[src/rtl/tdfa_pkg.sv]
`timescale 1ns / 1ps
// ----------------------------------------------------------------------------
// tdfa_pkg
// Shared types and constants of the table-driven automaton engine: item
// layouts, opcodes, register indexes and default sizes.
// ----------------------------------------------------------------------------
package tdfa_pkg;

    // default table dimensions
    localparam int TDFA_MAX_STATES  = 16;
    localparam int TDFA_MAX_LETTERS = 32;

    // fixed field widths
    localparam int STATE_W  = 4;
    localparam int LETTER_W = 5;
    localparam int ALPHA_W  = 6;
    localparam int COUNT_W  = 5;
    localparam int CFG_IDX_W  = 2;
    localparam int CFG_DATA_W = 6;

    // register reset values
    localparam logic [STATE_W-1:0] START_RST = 4'd0;
    localparam logic [ALPHA_W-1:0] ALPHA_RST = 6'd2;
    localparam logic [COUNT_W-1:0] COUNT_RST = 5'd4;

    // item opcodes
    typedef enum logic [1:0] {
        OP_TRANS  = 2'd0,
        OP_MARK   = 2'd1,
        OP_LETTER = 2'd2,
        OP_NOP    = 2'd3
    } tdfa_op_t;

    // configuration register indexes
    typedef enum logic [CFG_IDX_W-1:0] {
        CFG_START_STATE   = 2'd0,
        CFG_ALPHABET_SIZE = 2'd1,
        CFG_STATE_COUNT   = 2'd2
    } tdfa_cfg_idx_t;

    // input item
    typedef struct packed {
        logic [1:0]          opcode;
        logic [STATE_W-1:0]  entry_state;
        logic [LETTER_W-1:0] letter;
        logic [STATE_W-1:0]  target_state;
        logic                accepting;
        logic                word_end;
    } tdfa_in_t;

    // result item
    typedef struct packed {
        logic [STATE_W-1:0] current_state;
        logic               word_done;
        logic               word_accepted;
        logic               range_error;
    } tdfa_out_t;

endpackage

[src/rtl/tdfa_table.sv]
`timescale 1ns / 1ps
// ----------------------------------------------------------------------------
// tdfa_table
// Transition table storage: one write port and one read port with a
// registered read data output. Contents are undefined until written.
// ----------------------------------------------------------------------------
module tdfa_table #(
    parameter int ADDR_W = 9,
    parameter int DATA_W = 4
) (
    input  logic              clk,
    input  logic              wr_en,
    input  logic [ADDR_W-1:0] wr_addr,
    input  logic [DATA_W-1:0] wr_data,
    input  logic              rd_en,
    input  logic [ADDR_W-1:0] rd_addr,
    output logic [DATA_W-1:0] rd_data
);

    localparam int DEPTH = 1 << ADDR_W;

    logic [DATA_W-1:0] mem [DEPTH];
    logic [DATA_W-1:0] rd_data_reg;

    // write port and registered read port
    always_ff @(posedge clk)
    begin
        if (wr_en)
        begin
            mem[wr_addr] <= wr_data;
        end
        if (rd_en)
        begin
            rd_data_reg <= mem[rd_addr];
        end
    end

    assign rd_data = rd_data_reg;

endmodule

[src/rtl/table_driven_dfa_engine_top.sv]
`timescale 1ns / 1ps
// ----------------------------------------------------------------------------
// table_driven_dfa_engine_top
// Programmable deterministic automaton: load items program the transition
// table and accepting marks, letter items walk the table one letter a cycle while the result channel does not stall.
// ----------------------------------------------------------------------------
// The engine takes one item every clock cycle while the result channel does not
// stall, and returns one result per item. An accepted item enters the work
// stage and moves into the result register when that register is empty or
// not stalled. The transition lookup for a letter is a synchronous read of
// the table memory addressed at the accepting edge; the next letter's address
// is formed from that read data in the following cycle, so letters of one word
// stream at full rate. Table writes and mark writes take effect for the very
// next item. The table holds garbage until programmed and needs no clearing
// pass; accepting marks reset to zero. The configuration port is always ready
// and is meant to be written while idle.
// ----------------------------------------------------------------------------
module table_driven_dfa_engine_top #(
    parameter int MAX_STATES  = tdfa_pkg::TDFA_MAX_STATES,
    parameter int MAX_LETTERS = tdfa_pkg::TDFA_MAX_LETTERS
) (
    input  logic                                clk,
    input  logic                                rst_n,
    // configuration write channel
    input  logic                                cfg_valid,
    output logic                                cfg_ready,
    input  logic [tdfa_pkg::CFG_IDX_W-1:0]      cfg_index,
    input  logic [tdfa_pkg::CFG_DATA_W-1:0]     cfg_data,
    // item input channel
    input  logic                                sym_valid,
    output logic                                sym_stall,
    input  tdfa_pkg::tdfa_in_t                  sym_item,
    // result channel
    output logic                                res_valid,
    input  logic                                res_stall,
    output tdfa_pkg::tdfa_out_t                 res_item
);

    import tdfa_pkg::*;

    localparam int SW = (MAX_STATES  > 1) ? $clog2(MAX_STATES)  : 1;
    localparam int LW = (MAX_LETTERS > 1) ? $clog2(MAX_LETTERS) : 1;
    localparam int AW = SW + LW;

    // work stage between the input and the result register
    typedef struct packed {
        logic [1:0]         op;
        logic [STATE_W-1:0] base;
        logic               err;
        logic               wend;
        logic               iw_after;
    } stage_t;

    logic [STATE_W-1:0] start_reg;
    logic [ALPHA_W-1:0] alpha_reg;
    logic [COUNT_W-1:0] count_reg;

    logic [MAX_STATES-1:0] marks_reg;
    logic [STATE_W-1:0]    rs_reg;
    logic                  iw_reg;

    stage_t    p_reg;
    stage_t    p_next;
    logic      p_vld_reg;
    logic      out_vld_reg;
    tdfa_out_t out_reg;

    logic               sym_acc;
    logic               p_fire;
    logic [STATE_W-1:0] eff_state;
    logic [STATE_W-1:0] cur_state;
    logic               cur_in;
    logic [STATE_W-1:0] st0;
    logic               est_bad;
    logic               tgt_bad;
    logic               let_bad;
    logic               st0_bad;
    logic               item_err;
    tdfa_out_t          res_next;

    logic              tbl_wr_en;
    logic [AW-1:0]     tbl_wr_addr;
    logic              tbl_rd_en;
    logic [AW-1:0]     tbl_rd_addr;
    logic [STATE_W-1:0] tbl_rd_data;

    // configuration registers
    assign cfg_ready = 1'b1;

    always_ff @(posedge clk or negedge rst_n)
    begin
        if (!rst_n)
        begin
            start_reg <= START_RST;
            alpha_reg <= ALPHA_RST;
            count_reg <= COUNT_RST;
        end
        else if (cfg_valid && cfg_ready)
        begin
            case (cfg_index)
                CFG_START_STATE:   start_reg <= cfg_data[STATE_W-1:0];
                CFG_ALPHABET_SIZE: alpha_reg <= cfg_data[ALPHA_W-1:0];
                CFG_STATE_COUNT:   count_reg <= cfg_data[COUNT_W-1:0];
                default:           ;
            endcase
        end
    end

    // handshakes
    assign p_fire    = p_vld_reg && (!out_vld_reg || !res_stall);
    assign sym_stall = p_vld_reg && !p_fire;
    assign sym_acc   = sym_valid && !sym_stall;

    // state left behind by the item in the work stage
    assign eff_state = (p_reg.op == OP_LETTER && !p_reg.err) ? tbl_rd_data : p_reg.base;
    assign cur_state = p_vld_reg ? eff_state : rs_reg;
    assign cur_in    = p_vld_reg ? p_reg.iw_after : iw_reg;

    // word start loads the start state
    assign st0 = cur_in ? cur_state : start_reg;

    // range checks against configured and built-in limits
    assign est_bad = ({1'b0, sym_item.entry_state} >= count_reg)
                  || (32'(sym_item.entry_state) >= MAX_STATES);
    assign tgt_bad = ({1'b0, sym_item.target_state} >= count_reg)
                  || (32'(sym_item.target_state) >= MAX_STATES);
    assign st0_bad = ({1'b0, st0} >= count_reg) || (32'(st0) >= MAX_STATES);
    assign let_bad = ({1'b0, sym_item.letter} >= alpha_reg)
                  || (32'(sym_item.letter) >= MAX_LETTERS);

    // per-opcode error and next stage contents
    always_comb
    begin
        p_next          = p_reg;
        item_err        = 1'b0;
        p_next.op       = sym_item.opcode;
        p_next.base     = cur_state;
        p_next.wend     = sym_item.word_end;
        p_next.iw_after = cur_in;
        case (sym_item.opcode)
            OP_TRANS:  item_err = est_bad || let_bad || tgt_bad;
            OP_MARK:   item_err = est_bad;
            OP_LETTER:
            begin
                item_err        = let_bad || st0_bad;
                p_next.base     = st0;
                p_next.iw_after = !sym_item.word_end;
            end
            default:   item_err = 1'b0;
        endcase
        p_next.err = item_err;
    end

    // table access at the accepting edge
    assign tbl_wr_en   = sym_acc && (sym_item.opcode == OP_TRANS) && !item_err;
    assign tbl_wr_addr = {SW'(sym_item.entry_state), LW'(sym_item.letter)};
    assign tbl_rd_en   = sym_acc && (sym_item.opcode == OP_LETTER) && !item_err;
    assign tbl_rd_addr = {SW'(st0), LW'(sym_item.letter)};

    tdfa_table #(
        .ADDR_W (AW),
        .DATA_W (STATE_W)
    ) u_table (
        .clk     (clk),
        .wr_en   (tbl_wr_en),
        .wr_addr (tbl_wr_addr),
        .wr_data (sym_item.target_state),
        .rd_en   (tbl_rd_en),
        .rd_addr (tbl_rd_addr),
        .rd_data (tbl_rd_data)
    );

    // accepting marks
    always_ff @(posedge clk or negedge rst_n)
    begin
        if (!rst_n)
        begin
            marks_reg <= '0;
        end
        else if (sym_acc && (sym_item.opcode == OP_MARK) && !item_err)
        begin
            marks_reg[SW'(sym_item.entry_state)] <= sym_item.accepting;
        end
    end

    // work stage
    always_ff @(posedge clk or negedge rst_n)
    begin
        if (!rst_n)
        begin
            p_vld_reg <= 1'b0;
        end
        else if (sym_acc)
        begin
            p_vld_reg <= 1'b1;
        end
        else if (p_fire)
        begin
            p_vld_reg <= 1'b0;
        end
    end

    always_ff @(posedge clk)
    begin
        if (sym_acc)
        begin
            p_reg <= p_next;
        end
    end

    // result of the item in the work stage
    always_comb
    begin
        res_next.current_state = eff_state;
        res_next.word_done     = (p_reg.op == OP_LETTER) && p_reg.wend;
        res_next.word_accepted = res_next.word_done && (32'(eff_state) < MAX_STATES)
                              && marks_reg[SW'(eff_state)];
        res_next.range_error   = (p_reg.op != OP_NOP) && p_reg.err;
    end

    // committed running state and word flag
    always_ff @(posedge clk or negedge rst_n)
    begin
        if (!rst_n)
        begin
            rs_reg <= '0;
            iw_reg <= 1'b0;
        end
        else if (p_fire)
        begin
            rs_reg <= eff_state;
            iw_reg <= p_reg.iw_after;
        end
    end

    // result register
    always_ff @(posedge clk or negedge rst_n)
    begin
        if (!rst_n)
        begin
            out_vld_reg <= 1'b0;
        end
        else if (p_fire)
        begin
            out_vld_reg <= 1'b1;
        end
        else if (!res_stall)
        begin
            out_vld_reg <= 1'b0;
        end
    end

    always_ff @(posedge clk)
    begin
        if (p_fire)
        begin
            out_reg <= res_next;
        end
    end

    assign res_valid = out_vld_reg;
    assign res_item  = out_reg;

    // an empty work stage never holds off the input
    a_no_stall_when_empty : assert property (
        @(posedge clk) disable iff (!rst_n)
        !p_vld_reg |-> !sym_stall
    ) else $error("input stalled with an empty work stage");

    // a word-ending letter closes the word
    a_word_closes : assert property (
        @(posedge clk) disable iff (!rst_n)
        (p_fire && p_reg.op == OP_LETTER && p_reg.wend) |=> !iw_reg
    ) else $error("word still open after its last letter");

    // a clean letter commits the looked-up state
    a_lookup_commit : assert property (
        @(posedge clk) disable iff (!rst_n)
        (p_fire && p_reg.op == OP_LETTER && !p_reg.err) |=> (rs_reg == $past(tbl_rd_data))
    ) else $error("running state differs from table lookup");

    // an item is never taken while the work stage is blocked
    a_no_overrun : assert property (
        @(posedge clk) disable iff (!rst_n)
        (p_vld_reg && out_vld_reg && res_stall) |-> !sym_acc
    ) else $error("item accepted over a blocked work stage");

endmodule

[config.mk]
export PLATFORM = sky130hd
export DESIGN_NAME = table_driven_dfa_engine_top
export DESIGN_NICKNAME = d
export VERILOG_FILES = /design/src/rtl/tdfa_pkg.sv /design/src/rtl/tdfa_table.sv /design/src/rtl/table_driven_dfa_engine_top.sv
export SDC_FILE = /design/constraint.sdc
export NUM_CORES = 2
export LEC_CHECK = 0
export BUFFER_PORTS_ARGS = -buffer_cell sky130_fd_sc_hd__buf_2
export CAP_MARGIN = 10
export CELL_PAD_IN_SITES_DETAIL_PLACEMENT = 1
export CELL_PAD_IN_SITES_GLOBAL_PLACEMENT = 1
export CORE_MARGIN = 4
export CORE_UTILIZATION = 46
export DETAILED_ROUTE_END_ITERATION = 8
export HOLD_SLACK_MARGIN = 0.02
export PLACE_DENSITY = 0.8
export SLEW_MARGIN = 10
export SYNTH_ARGS = -nofsm -noshare
export SYNTH_HDL_FRONTEND = slang
export SYNTH_HIERARCHICAL = 1
export SYNTH_SLANG_ARGS = --single-unit
[constraint.sdc]
create_clock -name clk -period 4.55 [get_ports clk]
set_input_delay 0.91 -clock clk [delete_from_list [all_inputs] [get_ports clk]]
set_output_delay 0.91 -clock clk [all_outputs]
set_load 0.01 [all_outputs]
==> results.ini <==
[routing]
wl_per_cell_um=32.4
first_pass_iters=8
viasPerCell=6.30
ant_nets=0
drcViolationCount=0
finalWirelength_um=253000
drt_iter0_drc=6596
vias=49257

[placement]
placed_cells=7433
io_buffers=38
placed_cell_area_um2=91400
place.gp.congestion=0.868
place_ws_ps=40.4
place_hpwl_um=154000

[critical_path]
startpoint=p_reg[7]$_DFFE_PP_
critPathSlowestCell=nor2b_1
critPathMostFrequentCell=buf_4
startpoint_type=flip-flop
path_cells=nor3b_2 > buf_4 > mux2i_1 > nand2_1 > o21ai_0 > o21ai_2 > buf_4 > and2_1 > buf_4 > nor2b_1 > and3_1 > nand3_1 > nand3_1 > o21ai_0 > and4_1
endpoint_kind=flip-flop
r2r-start=p_reg[7]$_DFFE_PP_
critical_path.max_stage_delay_ps=560
required_ps=5160
critPathArrivalTime_ps=5170
critical_path.max_fanout=9
setup.worst_path.class=reg -> reg

[synth]
synth_area_um2=84700
async_flop_share=0.0180
synth.distinct_cells=72
synth_area_leader_cell=edfxtp_1
yosys.area.top_type_share=0.733
synth-seq-cells=2106
synth_area_per_cell_um2=18.2
synth_edf_count=2068
ys_seq_area_frac=0.745
synth_nets=4710
ys_top_cells_by_area=edfxtp_1, mux4_2, mux2i_1
yosysWarningCount=6
postSynth.topFlopCell=edfxtp_1
synth_cells=4663

[worst_hold_path]
hold_path.class=in -> async

[outcome]
status=complete, but fails checks
violations=setup timing

[power]
p_int_mw=31.8
vdd_drop_max_v=0.000467
p_comb_frac=0.074
power.net_switching_mw=9.43
p_leak_nw=32.3
netSwitchingFraction=0.228
seq_power_share=0.520
cellPowerDensity_nw_per_um2=421
clkPwrFrac=0.407

[timing]
rsz0062_at_grt=true
relSlewSlack=0.204
hold_viol=0
min_period_ps=4560
fin_skew_ps=25.9
fmax_mhz=219
setup_viol=1
worst_slew_pin_slew_ps=1190
post-route-period-util=1.00
drv_slew=0
fin_ws_ps=-9.07
holdWs_ps=189

[floorplan]
die_h_um=437
io_pins=40
core_area_um2=183000
dieArea_um2=191000
start_util=0.463
die_x_um=437
row_count=157

[finish]
most-common-layout-cells=edfxtp_1, nor2_1, buf_4
nets=5225
fin_area_um2=98000
drive_gt1_frac=0.243
largest_reg_flops=2048
area_growth_pct=15.7
finalNonFillerCells=7822
final_util=0.535
nFillCells=16611
layout_commonest_cell=edfxtp_1

[cts]
clk_pin_slew_worst_paths_ps=60
cts_tree=done
cts_buffers=207
htree_levels=4
clock_sinks=2106
insertion_delay_ps=850
root_buffer=clkbuf_16
cts_max_path_buffers=3

[global_routing]
grt_pass1_wl_um=370000
overflow=0
antenna_found_initial=7
grt_max_degree=221
grt_pass1_vias=52948
grtUsageTotal=0.263

[run]
cap_violations=0

==> per-stage QoR <==
stage	setup TNS, ps	power [mW]
after floorplan	0	23.3
after global placement	0	24.6
after detailed placement	0	24.8
after CTS	0	41.4
after global routing	-67.2	42.4
final	-9.07	41.3
==> metal layers <==
metal | track usage | wire length, um | share of wire | vias up
met4 | 0.125 | 13100 | 0.052 | 6
met2 | 0.435 | 125000 | 0.49 | 3084
met1 | 0.333 | 91500 | 0.36 | 25565
met5 | 0 | 39 | 0.00015 | -
met3 | 0.0547 | 23200 | 0.092 | 733
li1 | - | - | - | 19869
==> synth_stat cells (all sizes together) (8+ instances only) <==
library cell and instances:
nor3b 10, o22ai 81, a31oi 13, nand4b 8, a211oi 9, nor3 61
nand4 19, buf 161, mux4 327, mux2i 415, edfxtp 2068, a21oi 97
mux2 43, dfrtp 36, o221ai 169, a22oi 18, nand2 125, o2bb2ai 8
clkbuf 146, nor2 568, ha 17, inv 17, nand3 40, nor2b 10
a222oi 9, and2 9, nor4 26, o21ai 57, nand2b 16
==> power groups by stage <==
| stage | combinational, mW | clock, mW | sequential (mW) |
|---|---|---|---|
| 3_5_place_dp | 2.90 | 0 | 21.9 |
| 3_3_place_gp | 2.76 | 0 | 21.9 |
| 4_1_cts | 2.97 | 17.0 | 21.5 |
| 5_1_grt | 3.14 | 17.9 | 21.4 |
| 2_1_floorplan | 1.48 | 0 | 21.8 |
| 6_report | 3.04 | 16.8 | 21.5 |
==> area by class of cell <==
cell class	count	area (um2)	share of cell area
inverter	17	67.6	0.000690
timing repair buffer	613	5230	0.0533
clock inverter	117	1030	0.0105
sequential	2106	63100	0.644
tap	2464	3080	0.0315
clock buffer	268	5510	0.0563
antenna	4	10.0	0.000102
multi-input combinational	2233	20000	0.204
==> final timing paths <==
check	end	slack, ps	depth (start not counted)
worst max register to register	u_table/rd_data[0]$_DFFE_PP_	-9	15
worst max-delay path	u_table/rd_data[0]$_DFFE_PP_	-9	15
min in group clk	p_vld_reg$_DFFE_PN0P_	260	2
worst min register to register	marks_reg[6]$_DFFE_PN0P_	510	1
worst min-delay path	marks_reg[14]$_DFFE_PN0P_	190	1
max in group asynchronous	rs_reg[2]$_DFFE_PN0P_	3790	1
==> kinds of logic (layout without fill, tap and decap cells) <==
family          after synthesis  count (layout)  share of synthesized area
compound gates              507             507                     0.0425
flops                      2106            2106                      0.745
simple gates                923             923                     0.0473
buf+inv                     324            1015                     0.0209
mux                         785             785                      0.142
fa+ha+maj                    17              17                    0.00251
other cells                   1               5                  0.0000443
==> worst max-delay path: cells and delay by family (launching register included) <==
kind	cells	cell delay, ps
DFF	1	410
AOI/OAI and AO/OA	3	850
muxes	1	180
buffers and inverters	3	700
and+or+nand+nor	8	2150
==> what timing repair did <==
| item | 4_1_cts | 5_1_grt |
|---|---|---|
| resized for setup | 0 | 5 |
| setup buffers | 0 | 0 |
| setup endpoints to repair | 0 | 4 |
| hold buffers | 0 | 0 |
No activity file was read; power rests on OpenSTA's default activity.
